## src/hdl/fms_pkg.sv

```systemverilog
// ----------------------------------------------------------------------------
// fms_pkg
// codes, widths and reset values of the flight mode supervisor
// ----------------------------------------------------------------------------
package fms_pkg;

    localparam int TIMER_WIDTH_DEF = 32;
    localparam int DT_W            = 16;
    localparam int TIMEOUT_W       = 32;
    localparam int ALT_W           = 24;
    localparam int TOL_W           = 23;
    localparam int CFG_DATA_W      = 32;
    localparam int CFG_IDX_W       = 2;
    localparam int S_DATA_W        = 80;
    localparam int M_DATA_W        = 16;

    // mission state codes
    localparam logic [3:0] ST_ON       = 4'd0;
    localparam logic [3:0] ST_MEM      = 4'd1;
    localparam logic [3:0] ST_SENS     = 4'd2;
    localparam logic [3:0] ST_CAL      = 4'd3;
    localparam logic [3:0] ST_EST      = 4'd4;
    localparam logic [3:0] ST_DISARMED = 4'd5;
    localparam logic [3:0] ST_MOTOR    = 4'd6;
    localparam logic [3:0] ST_ARMED    = 4'd7;
    localparam logic [3:0] ST_FLIGHT   = 4'd8;

    // failsafe codes
    localparam logic [2:0] FS_NONE   = 3'd0;
    localparam logic [2:0] FS_SENSOR = 3'd1;
    localparam logic [2:0] FS_EST    = 3'd2;
    localparam logic [2:0] FS_ALT    = 3'd3;
    localparam logic [2:0] FS_RC     = 3'd4;

    // check result codes
    localparam logic [1:0] CK_PENDING = 2'd0;
    localparam logic [1:0] CK_PASSED  = 2'd1;
    localparam logic [1:0] CK_FAILED  = 2'd2;

    // register indexes
    localparam logic [CFG_IDX_W-1:0] CFG_ALT_TOL     = 2'd0;
    localparam logic [CFG_IDX_W-1:0] CFG_ALT_TIMEOUT = 2'd1;
    localparam logic [CFG_IDX_W-1:0] CFG_RC_REQUIRED = 2'd2;
    localparam logic [CFG_IDX_W-1:0] CFG_RC_TIMEOUT  = 2'd3;

    // register reset values
    localparam logic [TOL_W-1:0]     ALT_TOL_RST     = 23'd1000;
    localparam logic [TIMEOUT_W-1:0] ALT_TIMEOUT_RST = 32'd2000000;
    localparam logic                 RC_REQUIRED_RST = 1'b1;
    localparam logic [TIMEOUT_W-1:0] RC_TIMEOUT_RST  = 32'd1000000;

    // control of one elapsed-time timer
    typedef struct packed {
        logic step;
        logic run;
    } fms_tmr_ctl_t;

endpackage

```

## src/hdl/fms_timer.sv

```systemverilog
// ----------------------------------------------------------------------------
// fms_timer
// saturating elapsed-time timer with a strict timeout compare
// ----------------------------------------------------------------------------
module fms_timer
    import fms_pkg::*;
#(
    parameter int TIMER_WIDTH = TIMER_WIDTH_DEF
) (
    input  logic                 aclk,
    input  logic                 aresetn,
    input  fms_tmr_ctl_t         ctl,
    input  logic [DT_W-1:0]      dt,
    input  logic [TIMEOUT_W-1:0] timeout,
    output logic                 trip
);

    localparam int CMP_W = (TIMER_WIDTH > TIMEOUT_W) ? TIMER_WIDTH : TIMEOUT_W;

    logic [TIMER_WIDTH-1:0] time_reg;
    logic [TIMER_WIDTH-1:0] time_next;
    logic [TIMER_WIDTH:0]   sum;

    assign sum = {1'b0, time_reg} + {{(TIMER_WIDTH + 1 - DT_W){1'b0}}, dt};

    always_comb begin
        if (!ctl.run) begin
            time_next = '0;
        end else if (sum >= {1'b0, {TIMER_WIDTH{1'b1}}}) begin
            time_next = {TIMER_WIDTH{1'b1}};
        end else begin
            time_next = sum[TIMER_WIDTH-1:0];
        end
    end

    assign trip = ctl.run && (CMP_W'(time_next) > CMP_W'(timeout));

    always_ff @(posedge aclk) begin
        if (!aresetn) begin
            time_reg <= '0;
        end else if (ctl.step) begin
            time_reg <= time_next;
        end
    end

endmodule

```

## src/hdl/flight_mode_supervisor_core.sv

```systemverilog
// the result item of an accepted input item is registered in the output register
// throughput: one item per cycle unless a held result stalls input; the mission state,
// failsafe and timers update in the same cycle the item is accepted
// a result waiting in the output register does not stall input while m_tready is high
// reset: synchronous active-low aresetn returns the mission to on, clears the
// timers and edge copies and reloads the register defaults
// ----------------------------------------------------------------------------
// flight_mode_supervisor_core
// mission sequencer and failsafe supervisor, one control tick per item
// ----------------------------------------------------------------------------
module flight_mode_supervisor_core
    import fms_pkg::*;
#(
    parameter int TIMER_WIDTH = TIMER_WIDTH_DEF
) (
    input  logic                  aclk,
    input  logic                  aresetn,
    input  logic                  cfg_wr_en,
    input  logic [CFG_IDX_W-1:0]  cfg_index,
    input  logic [CFG_DATA_W-1:0] cfg_wdata,
    input  logic                  s_tvalid,
    output logic                  s_tready,
    // landed, arm_switch, takeoff_trigger, sensor_failed, estimator_degraded,
    // estimator_converged, rc_valid, check_results[7:0], altitude_mm[23:0],
    // altitude_target_mm[23:0], tick_us[15:0], zero pad
    input  logic [S_DATA_W-1:0]   s_tdata,
    output logic                  m_tvalid,
    input  logic                  m_tready,
    // mission_state[3:0], failsafe_code[2:0], motors_enabled, reset_estimator,
    // reset_controller, start_motor_check, zero pad
    output logic [M_DATA_W-1:0]   m_tdata
);

    logic [TOL_W-1:0]     alt_tol_reg;
    logic [TIMEOUT_W-1:0] alt_timeout_reg;
    logic                 rc_required_reg;
    logic [TIMEOUT_W-1:0] rc_timeout_reg;

    logic [3:0] mode_reg, mode_next;
    logic [2:0] failsafe_next;
    logic       arm_prev_reg, trigger_prev_reg, landed_prev_reg;
    logic       m_tvalid_reg;
    logic [M_DATA_W-1:0] m_tdata_reg, m_tdata_next;

    logic              landed, arm, trig, sens_fail, est_deg, est_conv, rc_ok;
    logic [7:0]        checks;
    logic signed [ALT_W-1:0] alt, tgt;
    logic [DT_W-1:0]   dt;

    logic accept;
    logic touchdown, arm_edge, trig_edge, in_air, ground_live, live;
    logic sens_trip, est_trip, alt_trip, rc_trip;
    logic rst_est, rst_ctl, start_mc, motors;
    logic signed [ALT_W:0] err;
    logic [ALT_W:0]        err_abs;
    fms_tmr_ctl_t alt_ctl, rc_ctl;

    assign landed    = s_tdata[0];
    assign arm       = s_tdata[1];
    assign trig      = s_tdata[2];
    assign sens_fail = s_tdata[3];
    assign est_deg   = s_tdata[4];
    assign est_conv  = s_tdata[5];
    assign rc_ok     = s_tdata[6];
    assign checks    = s_tdata[14:7];
    assign alt       = s_tdata[38:15];
    assign tgt       = s_tdata[62:39];
    assign dt        = s_tdata[78:63];

    assign s_tready = !m_tvalid_reg || m_tready;
    assign accept   = s_tvalid && s_tready;

    assign touchdown   = landed && !landed_prev_reg;
    assign arm_edge    = arm && !arm_prev_reg;
    assign trig_edge   = trig && !trigger_prev_reg;
    assign in_air      = (mode_reg == ST_FLIGHT);
    assign ground_live = (mode_reg == ST_DISARMED) || (mode_reg == ST_MOTOR) ||
                         (mode_reg == ST_ARMED);
    assign live        = ground_live || in_air;
    assign sens_trip   = live && sens_fail;
    assign est_trip    = live && est_deg;

    assign err     = {alt[ALT_W-1], alt} - {tgt[ALT_W-1], tgt};
    assign err_abs = err[ALT_W] ? (ALT_W+1)'(-err) : err;

    assign alt_ctl.step = accept;
    assign alt_ctl.run  = in_air && (err_abs > {2'b00, alt_tol_reg});
    assign rc_ctl.step  = accept;
    assign rc_ctl.run   = rc_required_reg && ((mode_reg == ST_ARMED) || in_air) && !rc_ok;

    fms_timer #(
        .TIMER_WIDTH (TIMER_WIDTH)
    ) u_alt_timer (
        .aclk    (aclk),
        .aresetn (aresetn),
        .ctl     (alt_ctl),
        .dt      (dt),
        .timeout (alt_timeout_reg),
        .trip    (alt_trip)
    );

    fms_timer #(
        .TIMER_WIDTH (TIMER_WIDTH)
    ) u_rc_timer (
        .aclk    (aclk),
        .aresetn (aresetn),
        .ctl     (rc_ctl),
        .dt      (dt),
        .timeout (rc_timeout_reg),
        .trip    (rc_trip)
    );

    always_comb begin
        if (sens_trip) begin
            failsafe_next = FS_SENSOR;
        end else if (est_trip) begin
            failsafe_next = FS_EST;
        end else if (alt_trip) begin
            failsafe_next = FS_ALT;
        end else if (rc_trip) begin
            failsafe_next = FS_RC;
        end else begin
            failsafe_next = FS_NONE;
        end
    end

    assign rst_est = est_trip && ground_live;

    always_comb begin
        mode_next = mode_reg;
        rst_ctl   = 1'b0;
        start_mc  = 1'b0;
        if (failsafe_next == FS_NONE) begin
            case (mode_reg)
                ST_ON: begin
                    mode_next = ST_MEM;
                end
                ST_MEM: begin
                    if (checks[1:0] == CK_PASSED) mode_next = ST_SENS;
                end
                ST_SENS: begin
                    if (checks[3:2] == CK_PASSED) mode_next = ST_CAL;
                end
                ST_CAL: begin
                    if (checks[5:4] == CK_PASSED) mode_next = ST_EST;
                end
                ST_EST: begin
                    if (est_conv) mode_next = ST_DISARMED;
                end
                ST_DISARMED: begin
                    if (arm_edge) begin
                        rst_ctl   = 1'b1;
                        start_mc  = 1'b1;
                        mode_next = ST_MOTOR;
                    end
                end
                ST_MOTOR: begin
                    if (checks[7:6] == CK_PASSED) begin
                        mode_next = ST_ARMED;
                    end else if (checks[7:6] == CK_FAILED) begin
                        mode_next = ST_DISARMED;
                    end
                end
                ST_ARMED: begin
                    if (!arm) begin
                        mode_next = ST_DISARMED;
                    end else if (trig_edge) begin
                        mode_next = ST_FLIGHT;
                    end
                end
                ST_FLIGHT: begin
                    if (!arm && landed) begin
                        mode_next = ST_DISARMED;
                    end else if (touchdown) begin
                        rst_ctl   = 1'b1;
                        mode_next = ST_ARMED;
                    end
                end
                default: begin
                    mode_next = mode_reg;
                end
            endcase
        end else if ((mode_reg == ST_MOTOR) || (mode_reg == ST_ARMED) ||
                     (in_air && touchdown)) begin
            mode_next = ST_DISARMED;
        end
    end

    assign motors = ((mode_next == ST_MOTOR) || (mode_next == ST_ARMED) ||
                     (mode_next == ST_FLIGHT)) && (failsafe_next != FS_SENSOR);

    assign m_tdata_next = {5'b0, start_mc, rst_ctl, rst_est, motors,
                           failsafe_next, mode_next};

    always_ff @(posedge aclk) begin
        if (!aresetn) begin
            alt_tol_reg     <= ALT_TOL_RST;
            alt_timeout_reg <= ALT_TIMEOUT_RST;
            rc_required_reg <= RC_REQUIRED_RST;
            rc_timeout_reg  <= RC_TIMEOUT_RST;
        end else if (cfg_wr_en) begin
            case (cfg_index)
                CFG_ALT_TOL:     alt_tol_reg     <= cfg_wdata[TOL_W-1:0];
                CFG_ALT_TIMEOUT: alt_timeout_reg <= cfg_wdata[TIMEOUT_W-1:0];
                CFG_RC_REQUIRED: rc_required_reg <= cfg_wdata[0];
                CFG_RC_TIMEOUT:  rc_timeout_reg  <= cfg_wdata[TIMEOUT_W-1:0];
                default: begin
                end
            endcase
        end
    end

    always_ff @(posedge aclk) begin
        if (!aresetn) begin
            mode_reg         <= ST_ON;
            arm_prev_reg     <= 1'b0;
            trigger_prev_reg <= 1'b0;
            landed_prev_reg  <= 1'b0;
        end else if (accept) begin
            mode_reg         <= mode_next;
            arm_prev_reg     <= arm;
            trigger_prev_reg <= trig;
            landed_prev_reg  <= landed;
        end
    end

    always_ff @(posedge aclk) begin
        if (!aresetn) begin
            m_tvalid_reg <= 1'b0;
        end else if (accept) begin
            m_tvalid_reg <= 1'b1;
        end else if (m_tready) begin
            m_tvalid_reg <= 1'b0;
        end
    end

    always_ff @(posedge aclk) begin
        if (accept) begin
            m_tdata_reg <= m_tdata_next;
        end
    end

    assign m_tvalid = m_tvalid_reg;
    assign m_tdata  = m_tdata_reg;

endmodule

```

## config.mk

```make
export PLATFORM = sky130hd
export DESIGN_NAME = flight_mode_supervisor_core
export DESIGN_NICKNAME = d
export VERILOG_FILES = /design/src/hdl/fms_pkg.sv /design/src/hdl/fms_timer.sv /design/src/hdl/flight_mode_supervisor_core.sv
export SDC_FILE = /design/constraint.sdc
export NUM_CORES = 1
export LEC_CHECK = 0
export BUFFER_PORTS_ARGS = -buffer_cell sky130_fd_sc_hd__buf_2
export CAP_MARGIN = 20
export CORE_AREA = 2 2 154 156
export CTS_CLUSTER_SIZE = 28
export DETAILED_ROUTE_END_ITERATION = 16
export DIE_AREA = 0 0 156 158
export GPL_TIMING_DRIVEN = 0
export PLACE_DENSITY_LB_ADDON = 0.2
export SYNTH_ARGS = -nofsm -noshare
export SYNTH_HDL_FRONTEND = slang
export SYNTH_SLANG_ARGS = --single-unit
```

## constraint.sdc

```tcl
create_clock -name aclk -period 17.9 [get_ports aclk]
set_input_delay 3.58 -clock aclk [delete_from_list [all_inputs] [get_ports aclk]]
set_output_delay 3.58 -clock aclk [all_outputs]
set_load 0.01 [all_outputs]
```

==> metrics.md <==
| Metric | Value |
|---|---|
| Outcome | completed |
| Comb power frac | between 20 and 30% |
| Hold WS | 0.456 ns |
| Normalized max-slew margin | 34.2% |
| DIE WIDTH | 156 um |
| P_sw | between 0.0003 and 0.0004 W |
| Syn_area_per_cell | 7.31 sq um |
| Initial DRC count | 1481 |
| Met2 Usage GRT | 62.5% |
| Worst-path clk slew | 0.07 ns |
| Clock latency on the worst-skew pair | 0.45 ns |
| Clock H-tree levels | 4 |
| Nets | 2339 |
| Ranking of synthesized cells by area | dfxtp_1 23%, ha_1 13%, nand2_1 7.6%, a21oi_1 6.8%, nor2_1 4.5% |
| Initial antenna violation count | 3 |
| Synth warn | 0 |
| CTS buffer count | 17 |
| Sequential share of power | 38.0% |
| Gr usage total | 35.5% |
| Cells after synthesis | 1919 |
| Vias in the first global route | 13500 |
| Die height | 158 um |
| Max stage delay cell, worst path | nor4_1 |
| Largest net degree at the start of global routing | 20 |
| DR DRC count | 0 |
| GRT met1 Usage | 43.9% |
| Cts repair resizes | 0 |
| CTS tree | yes |
| Total number of vias | around 15000 |
| Crit Path Max Fanout | 10 |
| GR Util met3 | 4.54% |
| Post-Layout Cell Count | 2379 |
| Sequential area share after synthesis | 25.2% |
| Startpoint types | primary input |
| RSZ-0062 raised after global routing | no |
| Largest area contributor in the netlist | dfxtp_1 |
| Dpl cells | 2344 |
| Final hold vios | 0 |
| Netlist cell types | 90 |
| Post-synth top area share | 22.8% |
| Final instance area | 0.0157 sq mm |
| Most used routing layer in global routing | met2 |
| HPWL after DPL | 35300 um |
| Final setup viols | 0 |
| Final total power | 0.00105 W |
| Routed wire length | 44100 um |
| GR Overflow Total | 0 |
| FF-to-FF Start | u_rc_timer.time_reg[1] |
| Die area | 0.0246 sq mm |
| Setup CP Type | in2reg |
| Leakage dissipation | about 6.7 nW |
| #FFs+latches synth | ~170 |
| Buf/Inv on CP | 5 |
| Crit path max-delay family | compound AO/OA/AOI/OAI gates |
| Maxcap violations | 0 |
| DP Area | 0.0151 sq mm |
| Sw Ratio | 34.7% |
| Period minus WS final | 11.73 ns |
| FFs w/ async S/R, synth | 0% |
| Worst Path Arrival | between 10 and 15 ns |
| First-pass GRT wire length | 68900 um |
| Area of the mapped netlist | 0.0140 sq mm |
| Vias per cell | 6.13 |
| Tightest Hold Check Type | reg2reg |
| Slowest stage delay, CP | roughly 0.51 ns |
| Share of cells above drive strength 1 | between 10% and 20% |
| Starting Density | 60.8% |
| CTS Sinks | 171 |
| Post-synth EDFFs | 11 |
| CTS Hold Bufs | 0 |
| Int Pwr | 0.000688 W |
| I/O Pins | between 100 and 150 |
| Area Growth Syn to Fin | 11.7% |
| Clock Power Share | between 30 and 40% |
| Crit path launch | s_tdata[15] |
| Power per Cell Area | around 67 mW/mm^2 |
| Detail Route Antenna Nets | 0 |
| First-pass iteration count of the detailed router | 6 |
| Routed WL per cell | 18.5 um |
| Max Slew Vio Count | 0 |
| Row cnt | 56 |
| Setup TNS | 0 ns |
| Worst Setup End Kind | flop |
| VDD IR max | 67.8 uV |
| Tightest Pin Transition | 0.987 ns |
| Max Root-Sink Buffers | 2 |
| Clock Skews | roughly 0.018 ns |
| Placer Congestion | ~0.99 |
| Core ar. | around 0.023 sq mm |
| Cell with the most instances after synthesis | nand2_1 |
| Max frequency | 0.0853 GHz |
| Post-synth top cells | 284 x nand2_1, 191 x a21oi_1, 170 x nor2_1 |
| Post-CTS setup buffers | 0 |
| Final Cycle Share | around two thirds |
| Clock root cell | clkbuf_16 |
| I/O Buffers | 130 |
| Cell mode on critical path | a21oi_1 |
| Synth Flop Type | dfxtp_1 |
| Worst Min Path Start | alt_timeout_reg[6] |
| Critical path required time | about 18 ns |
cell type report:
cell class / instances / area [sq um]
Tap cell: 290 / 363
Multi-Input combinational cell: 1505 / 9520
Inverter: 152 / 571
Sequential cell: 171 / 3530
Clock buffer: 17 / 425
Timing Repair Buffer: 131 / 666
Fill cell: 1994 / 7380
Buffer: 95 / 413
Clock inverter: 15 / 169
Antenna cell: 3 / 7.51
power by group through the flow:
stage                     clock network [W]  logic [W]  registers, W
after floorplan                           0   0.000188      0.000409
after global placement                    0   0.000261      0.000409
after detailed placement                  0   0.000267      0.000409
after CTS                          0.000379   0.000269      0.000400
after global routing               0.000395   0.000301      0.000402
final                              0.000380   0.000273      0.000401
cell usage in the layout, fill, tap and decap left out, types with 9 or more instances in the layout:
master / count
nor2_1: 170
and2_1: 15
nand3_1: 49
a211oi_1: 16
nand4_1: 43
inv_1: 150
nor4_1: 11
a31oi_1: 24
dfxtp_1: 160
edfxtp_1: 11
o21ai_0: 100
o211ai_1: 28
buf_2: 148
nand2_1: 284
o2bb2ai_1: 16
xor2_1: 30
nor3_1: 31
ha_1: 144
o2111ai_1: 9
a21o_1: 41
and3_1: 34
o31ai_1: 10
nand2b_1: 15
a21oi_1: 191
o21ai_1: 19
clkbuf_16: 17
xnor2_1: 55
o21a_1: 18
clkbuf_1: 63
nor2b_1: 18
per-stage QoR:
stage,util (%),setup slack [ns]
floorplan,-,7.48
global placement,65.3,5.92
detailed placement,65.4,5.88
CTS,67.9,6.23
global route,68.0,5.56
finish,68.0,6.17
cell families (layout without fill, tap and decap cells):
logic type	after synthesis	count (layout)	share of synthesized area, %
fa+ha+maj	147	147	13.3
simple gates	723	723	24.3
flops	171	171	25.2
other cells	1	8	0.0267
buf+inv	247	410	7.01
xor+xnor	86	86	5.42
compound gates	537	537	24.3
mux	7	7	0.509
tightest hold or removal path, stage by stage, from the launching register on:
cell,delay [ns]
dfxtp_1,0.31
nand2_1,0.05
a21oi_1,0.05
path summary, 6_finish.rpt:
check	to	depth (start not counted)	slack, ns
setup / recovery	m_tdata[0]	37	6.17
hold / removal	alt_timeout_reg[6]	2	0.46
setup reg to reg	m_tdata[0]	26	10.60
hold reg to reg	alt_timeout_reg[6]	2	0.46
metal layers:
metal	vias to the layer above	share of wire (%)
met5	-	0
met4	0	3.8
met3	105	7.1
met2	629	47
met1	6758	42
li1	7094	-
No activity file was read; power rests on OpenSTA's default activity.
